$ cat config.mk
export PLATFORM = sky130hd
export DESIGN_NAME = hsv_to_rgb_pixel_unit
export DESIGN_NICKNAME = d
export VERILOG_FILES = /design/src/hdl/hsv2rgb_pkg.sv /design/src/hdl/hsv2rgb_sector.sv /design/src/hdl/hsv2rgb_factor.sv /design/src/hdl/hsv2rgb_scale.sv /design/src/hdl/hsv_to_rgb_pixel_unit.sv
export SDC_FILE = /design/constraint.sdc
export NUM_CORES = 2
export LEC_CHECK = 0
export ABC_AREA = 0
export BUFFER_PORTS_ARGS = -buffer_cell sky130_fd_sc_hd__buf_2
export CORE_UTILIZATION = 59
export DETAILED_ROUTE_END_ITERATION = 16
export GPL_ROUTABILITY_DRIVEN = 1
export PLACE_DENSITY = 0.75
export SLEW_MARGIN = 10
export SYNTH_ARGS = -nofsm -noshare
export SYNTH_HDL_FRONTEND = slang
export SYNTH_SLANG_ARGS = --single-unit
$ cat constraint.sdc
create_clock -name clk_i -period 24 [get_ports clk_i]
set_clock_uncertainty 0.1 [all_clocks]
set_input_delay 4.8 -clock clk_i [delete_from_list [all_inputs] [get_ports clk_i]]
set_output_delay 4.8 -clock clk_i [all_outputs]
set_load 0.02 [all_outputs]
$ cat src/hdl/hsv2rgb_pkg.sv
package hsv2rgb_pkg;

  // One hue sector is 60 degrees in Q9.6, i.e. 3840 raw counts
  localparam int unsigned HueSector = 3840;
  // Common denominator of all factors: 1024 * 3840
  localparam int unsigned FracDen   = 1024 * HueSector;
  localparam int unsigned ChanMax   = 255;
  // Sectors above hue 300 degrees fold into the last case
  localparam int unsigned NumSector = 9;

  localparam int unsigned HueW  = 15;
  localparam int unsigned SatW  = 12;
  localparam int unsigned ValW  = 12;
  localparam int unsigned SecW  = 4;
  localparam int unsigned RemW  = 12;
  localparam int unsigned MagW  = 22;
  localparam int unsigned VsW   = 20;
  localparam int unsigned HiW   = 14;
  localparam int unsigned ByteW = 8;

  // Sector codes, floor(hue / 60 degrees)
  localparam logic [SecW-1:0] SecRedYellow   = 4'd0;
  localparam logic [SecW-1:0] SecYellowGreen = 4'd1;
  localparam logic [SecW-1:0] SecGreenCyan   = 4'd2;
  localparam logic [SecW-1:0] SecCyanBlue    = 4'd3;
  localparam logic [SecW-1:0] SecBlueMagenta = 4'd4;

  typedef struct packed {
    logic [SecW-1:0] sector;
    logic [RemW-1:0] rem;
    logic [SatW-1:0] sat;
    logic [ValW-1:0] val;
  } sect_t;

  typedef struct packed {
    logic [VsW-1:0]  vs;
    logic [MagW-1:0] mag_r;
    logic [MagW-1:0] mag_g;
    logic [MagW-1:0] mag_b;
  } factor_t;

endpackage

$ cat src/hdl/hsv2rgb_sector.sv
module hsv2rgb_sector import hsv2rgb_pkg::*; (
  input  logic            clk_i,
  input  logic            en_i,
  input  logic [HueW-1:0] hue_i,
  input  logic [SatW-1:0] saturation_i,
  input  logic [ValW-1:0] value_i,
  output sect_t           sect_o
);

  sect_t           sect_d, sect_q;
  logic [HueW-1:0] base;
  logic [HueW-1:0] diff;

  // Compare against every sector boundary in parallel, keep the highest hit
  always_comb begin
    sect_d.sector = '0;
    base          = '0;
    for (int k = 1; k < NumSector; k++) begin
      if (hue_i >= HueW'(k * HueSector)) begin
        sect_d.sector = SecW'(k);
        base          = HueW'(k * HueSector);
      end
    end
    diff        = hue_i - base;
    sect_d.rem  = diff[RemW-1:0];
    sect_d.sat  = saturation_i;
    sect_d.val  = value_i;
  end

  always_ff @(posedge clk_i) begin
    if (en_i) begin
      sect_q <= sect_d;
    end
  end

  assign sect_o = sect_q;

endmodule

$ cat src/hdl/hsv2rgb_factor.sv
module hsv2rgb_factor import hsv2rgb_pkg::*; (
  input  logic    clk_i,
  input  logic    en_i,
  input  sect_t   sect_i,
  output factor_t fac_o
);

  localparam int unsigned NW = MagW + 3;

  factor_t               fac_d, fac_q;
  logic [RemW-1:0]       rem_c;
  logic [SatW+RemW-1:0]  prod_q;
  logic [SatW+RemW-1:0]  prod_t;
  logic [SatW+RemW-1:0]  prod_p;
  logic signed [NW-1:0]  n_v, n_p, n_q, n_t;
  logic [MagW-1:0]       m_v, m_p, m_q, m_t;

  // Drop nonpositive factors to zero; the channel then reads zero
  function automatic logic [MagW-1:0] pos_mag(input logic signed [NW-1:0] n);
    if (n <= 0) begin
      return '0;
    end
    return n[MagW-1:0];
  endfunction

  always_comb begin
    rem_c  = RemW'(HueSector) - sect_i.rem;
    prod_q = (SatW+RemW)'(sect_i.sat) * (SatW+RemW)'(sect_i.rem);
    prod_t = (SatW+RemW)'(sect_i.sat) * (SatW+RemW)'(rem_c);
    prod_p = (SatW+RemW)'(sect_i.sat) * (SatW+RemW)'(HueSector);
    n_v    = NW'(FracDen);
    n_p    = NW'(FracDen) - $signed({1'b0, prod_p});
    n_q    = NW'(FracDen) - $signed({1'b0, prod_q});
    n_t    = NW'(FracDen) - $signed({1'b0, prod_t});
    m_v    = pos_mag(n_v);
    m_p    = pos_mag(n_p);
    m_q    = pos_mag(n_q);
    m_t    = pos_mag(n_t);

    fac_d.vs = (VsW'(sect_i.val) << 8) - VsW'(sect_i.val);

    case (sect_i.sector)
      SecRedYellow: begin
        fac_d.mag_r = m_v; fac_d.mag_g = m_t; fac_d.mag_b = m_p;
      end
      SecYellowGreen: begin
        fac_d.mag_r = m_q; fac_d.mag_g = m_v; fac_d.mag_b = m_p;
      end
      SecGreenCyan: begin
        fac_d.mag_r = m_p; fac_d.mag_g = m_v; fac_d.mag_b = m_t;
      end
      SecCyanBlue: begin
        fac_d.mag_r = m_p; fac_d.mag_g = m_q; fac_d.mag_b = m_v;
      end
      SecBlueMagenta: begin
        fac_d.mag_r = m_t; fac_d.mag_g = m_p; fac_d.mag_b = m_v;
      end
      default: begin
        fac_d.mag_r = m_v; fac_d.mag_g = m_p; fac_d.mag_b = m_q;
      end
    endcase
  end

  always_ff @(posedge clk_i) begin
    if (en_i) begin
      fac_q <= fac_d;
    end
  end

  assign fac_o = fac_q;

endmodule

$ cat src/hdl/hsv2rgb_scale.sv
module hsv2rgb_scale import hsv2rgb_pkg::*; (
  input  logic             clk_i,
  input  logic             en_mul_i,
  input  logic             en_div_i,
  input  logic [VsW-1:0]   vs_i,
  input  logic [MagW-1:0]  mag_i,
  output logic [ByteW-1:0] byte_o
);

  // 2^16 / 15 rounded up; exact for all dividends below 4681
  localparam int unsigned RecipW = 13;
  localparam logic [RecipW-1:0] Recip15 = 13'd4370;
  localparam int unsigned Lim = (ChanMax + 1) * 15;

  logic [VsW+MagW-1:0]      prod;
  logic [HiW-1:0]           hi_d, hi_q;
  logic [RemW+RecipW-1:0]   quot;
  logic [ByteW-1:0]         byte_d, byte_q;

  // 255 * v * N / (2^28 * 15): drop the power of two here
  assign prod = (VsW+MagW)'(vs_i) * (VsW+MagW)'(mag_i);
  assign hi_d = prod[VsW+MagW-1:28];

  always_comb begin
    quot = (RemW+RecipW)'(hi_q[RemW-1:0]) * (RemW+RecipW)'(Recip15);
    if (hi_q >= HiW'(Lim)) begin
      byte_d = ByteW'(ChanMax);
    end else begin
      byte_d = quot[16 +: ByteW];
    end
  end

  always_ff @(posedge clk_i) begin
    if (en_mul_i) begin
      hi_q <= hi_d;
    end
    if (en_div_i) begin
      byte_q <= byte_d;
    end
  end

  assign byte_o = byte_q;

endmodule

$ cat src/hdl/hsv_to_rgb_pixel_unit.sv
// HSV to RGB pixel converter, four register stages.
// Throughput: one pixel per cycle while not stalled; the 20x22 channel multiply feeds stage 3.
// A stall bubbles back stage by stage; empty stages keep taking pixels.
// Reset (rst_ni low, asynchronous) clears all stage valid bits; data holds no reset.
module hsv_to_rgb_pixel_unit import hsv2rgb_pkg::*; (
  input  logic             clk_i,
  input  logic             rst_ni,
  input  logic             valid_i,
  output logic             stall_o,
  input  logic [HueW-1:0]  hue_i,
  input  logic [SatW-1:0]  saturation_i,
  input  logic [ValW-1:0]  value_i,
  output logic             valid_o,
  input  logic             stall_i,
  output logic [ByteW-1:0] red_o,
  output logic [ByteW-1:0] green_o,
  output logic [ByteW-1:0] blue_o
);

  // Stage valid bits: 1 sector split, 2 factors, 3 products, 4 output bytes
  logic v1_q, v2_q, v3_q, v4_q;
  logic v1_d, v2_d, v3_d, v4_d;
  logic rdy1, rdy2, rdy3, rdy4;
  logic en1, en2, en3, en4;

  sect_t   sect;
  factor_t fac;

  // A stage may load when it is empty or its content moves on this cycle
  assign rdy4 = !v4_q || !stall_i;
  assign rdy3 = !v3_q || rdy4;
  assign rdy2 = !v2_q || rdy3;
  assign rdy1 = !v1_q || rdy2;

  // Load payload only when a real pixel arrives
  assign en1 = rdy1 && valid_i;
  assign en2 = rdy2 && v1_q;
  assign en3 = rdy3 && v2_q;
  assign en4 = rdy4 && v3_q;

  always_comb begin
    v1_d = rdy1 ? valid_i : v1_q;
    v2_d = rdy2 ? v1_q    : v2_q;
    v3_d = rdy3 ? v2_q    : v3_q;
    v4_d = rdy4 ? v3_q    : v4_q;
  end

  always_ff @(posedge clk_i or negedge rst_ni) begin
    if (!rst_ni) begin
      v1_q <= 1'b0;
      v2_q <= 1'b0;
      v3_q <= 1'b0;
      v4_q <= 1'b0;
    end else begin
      v1_q <= v1_d;
      v2_q <= v2_d;
      v3_q <= v3_d;
      v4_q <= v4_d;
    end
  end

  // Stage 1: sector and remainder within the sector
  hsv2rgb_sector u_sector (
    .clk_i        (clk_i),
    .en_i         (en1),
    .hue_i        (hue_i),
    .saturation_i (saturation_i),
    .value_i      (value_i),
    .sect_o       (sect)
  );

  // Stage 2: p, q, t numerators, channel order by sector
  hsv2rgb_factor u_factor (
    .clk_i  (clk_i),
    .en_i   (en2),
    .sect_i (sect),
    .fac_o  (fac)
  );

  // Stages 3 and 4: scale by 255 * value, divide, clamp
  hsv2rgb_scale u_scale_r (
    .clk_i    (clk_i),
    .en_mul_i (en3),
    .en_div_i (en4),
    .vs_i     (fac.vs),
    .mag_i    (fac.mag_r),
    .byte_o   (red_o)
  );

  hsv2rgb_scale u_scale_g (
    .clk_i    (clk_i),
    .en_mul_i (en3),
    .en_div_i (en4),
    .vs_i     (fac.vs),
    .mag_i    (fac.mag_g),
    .byte_o   (green_o)
  );

  hsv2rgb_scale u_scale_b (
    .clk_i    (clk_i),
    .en_mul_i (en3),
    .en_div_i (en4),
    .vs_i     (fac.vs),
    .mag_i    (fac.mag_b),
    .byte_o   (blue_o)
  );

  assign stall_o = !rdy1;
  assign valid_o = v4_q;

  // Upstream only sees a stall when every stage is full and the sink stalls
  a_stall_full: assert property (@(posedge clk_i) disable iff (!rst_ni)
    stall_o |-> (v1_q && v2_q && v3_q && v4_q && stall_i))
    else $error("stall raised with a bubble in the pipe");

  // A held stage 3 never loses its pixel
  a_hold_s3: assert property (@(posedge clk_i) disable iff (!rst_ni)
    (v3_q && !rdy4) |=> v3_q)
    else $error("stage 3 pixel dropped while blocked");

  // A transfer into an empty pipe reaches the output after passing all four register stages
  a_latency: assert property (@(posedge clk_i) disable iff (!rst_ni)
    (valid_i && !v1_q && !v2_q && !v3_q && !v4_q) |-> ##4 valid_o)
    else $error("pixel did not reach the output in four cycles");

  // Output register only refills from stage 3
  a_out_src: assert property (@(posedge clk_i) disable iff (!rst_ni)
    (!v4_q && !v3_q) |=> !v4_q)
    else $error("output valid without a source pixel");

endmodule
==> Implementation_results.wiki <==
{| class="wikitable"
! Metric !! Value
|-
| Outcome || finished clean
|-
| Core area || 0.108 mm^2
|-
| Fraction of registers with async set/reset || 0.0204
|-
| Floorplan row count || 120
|-
| Clock tree from TritonCTS || done
|-
| Port-buffer cells || 68
|-
| Highest Clock Rate || 95.8 MHz
|-
| Unrepaired setup endpoints after global routing || no
|-
| Count of TritonRoute iterations in the first routing pass || 6
|-
| Number of vias in the routed layout || 47.1k
|-
| TNS Setup || 0 ns
|-
| First-pass GRT wire length || 261000 um
|-
| Critical path fanouts, max || 4
|-
| Sinks on Clock Net || 196
|-
| Die height || 332 um
|-
| GRT Total Usage || 0.299
|-
| DR iter-0 viols || 3368
|-
| Fraction of the yosys area taken by sequential cells || 0.0913
|-
| Min-Delay Path Class || flip-flop to flip-flop
|-
| Worst max-slew margin expressed relative to the limit || 0.118
|-
| Worst-Skew Late Latency || 0.54 ns
|-
| Max cap viols || 0
|-
| Clock root buffer || clkbuf_16
|-
| Number of hold violations in the final report || 0
|-
| Flip-flop and latch count after synthesis || 196
|-
| Number of buffers on the longest clock path || 2
|-
| Number of buffers inserted by post-CTS setup repair || 0
|-
| Final setup viols || 0
|-
| Via density per instance || 5.74
|-
| Final Net Count || 8949
|-
| Transition at the pin with the smallest max-transition slack || 1.32 ns
|-
| Synthesis Warnings || 0
|-
| Number of antenna violations at the first check in global routing || 3
|-
| Final routed wirelength across all metal layers || 159000 um
|-
| Endpoint type of the worst setup path || output pin
|-
| Unique masters post-synth || 87
|-
| Fraction of post-synthesis cell area in the top cell type by area || 0.410
|-
| Maximum number of pins on one net before global-route repair || 67
|-
| Area growth from synthesis to final layout || 3.21%
|-
| Clock transition at the registers of the reported paths || 0.08 ns
|-
| Cell taking the most area after synthesis || fa_1
|-
| Die Width || 332 um
|-
| Number of nets in the synthesized netlist || 9122
|-
| Starting Density || 0.597
|-
| Number of global-route vias before repair || 50.1k
|-
| Top cells by instance count after synthesis || 1539 x inv_1, 1314 x fa_1, 1066 x nand2_1, 812 x ha_1, 627 x and2_1
|-
| Hold buffer count at CTS || 0
|-
| Cells on Worst Hold Path || 1
|-
| Die area || 0.110 mm^2
|-
| Grt total ovfl || 0
|-
| I/O pins || 69
|-
| Crit path launch type || input port
|-
| Number of design rule violations left after detail routing || 0
|-
| GPL Wtd Cong || 0.931
|-
| Count of H-tree levels built during CTS || 4
|-
| Final-report max-slew violation count || 0
|-
| Number of instances in the synthesized netlist || 6953
|-
| Number of gates resized after CTS || 0
|-
| Number of enable-type register cells in the synthesized netlist || 192
|-
| Cts bufs inserted || 17
|-
| Wire length per cell || 19.3 um
|-
| Synthesized area per cell || 9.24 um^2
|-
| Dominant cell by count in the synthesized netlist || inv_1
|-
| Cells taking the most area after synthesis || fa_1 41%, ha_1 16%, inv_1 9.0%
|-
| Most common flop cell mapped by yosys || edfxtp_1
|-
| Post-synthesis instance area || 0.0642 mm^2
|-
| Worst-case reg-to-reg path depth || 26
|-
| Routed Antenna Nets || 0
|-
| Data required, critical path || 19.10 ns
|-
| Fraction of layout instances using a drive strength above 1 || 0.0328
|-
| Critical path start-end classification || input port to output pin
|-
| Half-perimeter wire length after placement || 119000 um
|-
| Arrival time of the worst setup path || 5.54 ns
|-
| Final critical-path required period || 10.44 ns
|-
| Worst reg2reg setup slack || 15.03 ns
|-
| Crit share post-route || 0.435
|}
==> final timing paths <==
kind / from / end
max: stall_i / stall_o
min reg2reg: v3_q / valid_o
max reg2reg: u_factor.fac_o[74] / u_scale_g.hi_q[12]
max in group asynchronous: rst_ni / v2_q
min in group asynchronous: rst_ni / valid_o
min: v3_q / valid_o
==> stage by stage <==
| stage | setup slack (ns) | instances | instance area, um^2 | util | hold slack [ns] |
|---|---|---|---|---|---|
| final | 13.56 | 8199 | 66300 | 0.617 | 0.407 |
| after global routing | 13.50 | 8196 | 66300 | 0.617 | 0.426 |
| after CTS | 13.56 | 8196 | 66300 | 0.617 | 0.407 |
| after detailed placement | 13.56 | 8164 | 65700 | 0.611 | 0.372 |
| after global placement | 13.56 | 8164 | 65700 | 0.611 | 0.371 |
| after floorplan | 13.86 | 6953 | 64200 | - | 0.335 |
==> layer usage <==
| metal | global-route usage | vias up | share of wire |
|---|---|---|---|
| met1 | 0.397 | 23900 | 0.40 |
| met5 | 0 | - | 0 |
| met2 | 0.495 | 2047 | 0.47 |
| met3 | 0.0539 | 384 | 0.087 |
| met4 | 0.105 | 0 | 0.036 |
| li1 | - | 20800 | - |
==> worst max-delay path: stages <==
cell	delay, ns
buf_2	0.12
and3_1	0.26
nand3_1	0.13
inv_1	0.07
buf_2	0.15
==> logic make-up (layout without fill, tap and decap cells) <==
family,count (synthesis),after routing,share of synthesized area
adder cells (fa/ha/maj),2126,2126,0.568
AND/OR/NAND/NOR,2112,2112,0.159
buffers and inverters,1882,1722,0.110
AO/OA/AOI/OAI,485,485,0.0511
flip-flops,196,196,0.0913
XOR/XNOR,149,149,0.0204
multiplexers,3,3,0.000487
other,0,3,0
==> cells in the final DEF (no fill, tap or decap), types with 6 or more instances in the layout <==
cell type,count
a2111oi_0,7
a211o_1,8
a211oi_1,18
a21o_1,52
a21oi_1,113
a31oi_1,20
and2_1,625
and3_1,26
buf_2,68
buf_4,82
clkbuf_16,17
edfxtp_1,192
fa_1,1314
ha_1,812
inv_1,1539
nand2_1,1066
nand2b_1,25
nand3_1,71
nand4_1,20
nor2_1,113
nor2b_1,22
nor3_1,63
nor3b_1,6
nor4_1,9
o2111ai_1,8
o211ai_1,19
o21a_1,24
o21ai_0,91
o21bai_1,6
o221ai_1,25
o22ai_1,19
o31ai_1,8
o32ai_1,7
or2_2,11
or3_1,17
or4_1,6
xnor2_1,101
xor2_1,47
==> flip-flops by register name, summed over array words and instances, names as in the netlist <==
signal and flops:
v1_q 1, v2_q 1, v3_q 1, u_scale_b.hi_q 14, u_scale_b.byte_o 8, u_scale_r.byte_o 8
u_sector.sect_o 40, u_scale_g.byte_o 8, u_factor.fac_o 86, u_scale_g.hi_q 14, valid_o 1, u_scale_r.hi_q 14
==> area by class of cell <==
class / instances / area (um^2)
sequential: 196 / 5870
antenna: 3 / 7.51
timing repair buffer: 150 / 956
clock buffer: 17 / 425
clock inverter: 15 / 198
multi-input combinational: 4875 / 51300
fill: 8982 / 41200
inverter: 1540 / 5780
tap: 1403 / 1760
Power is left out: the tool's default activity adds up to more than one toggle a clock period on the data nets, which glitch-free logic cannot reach.
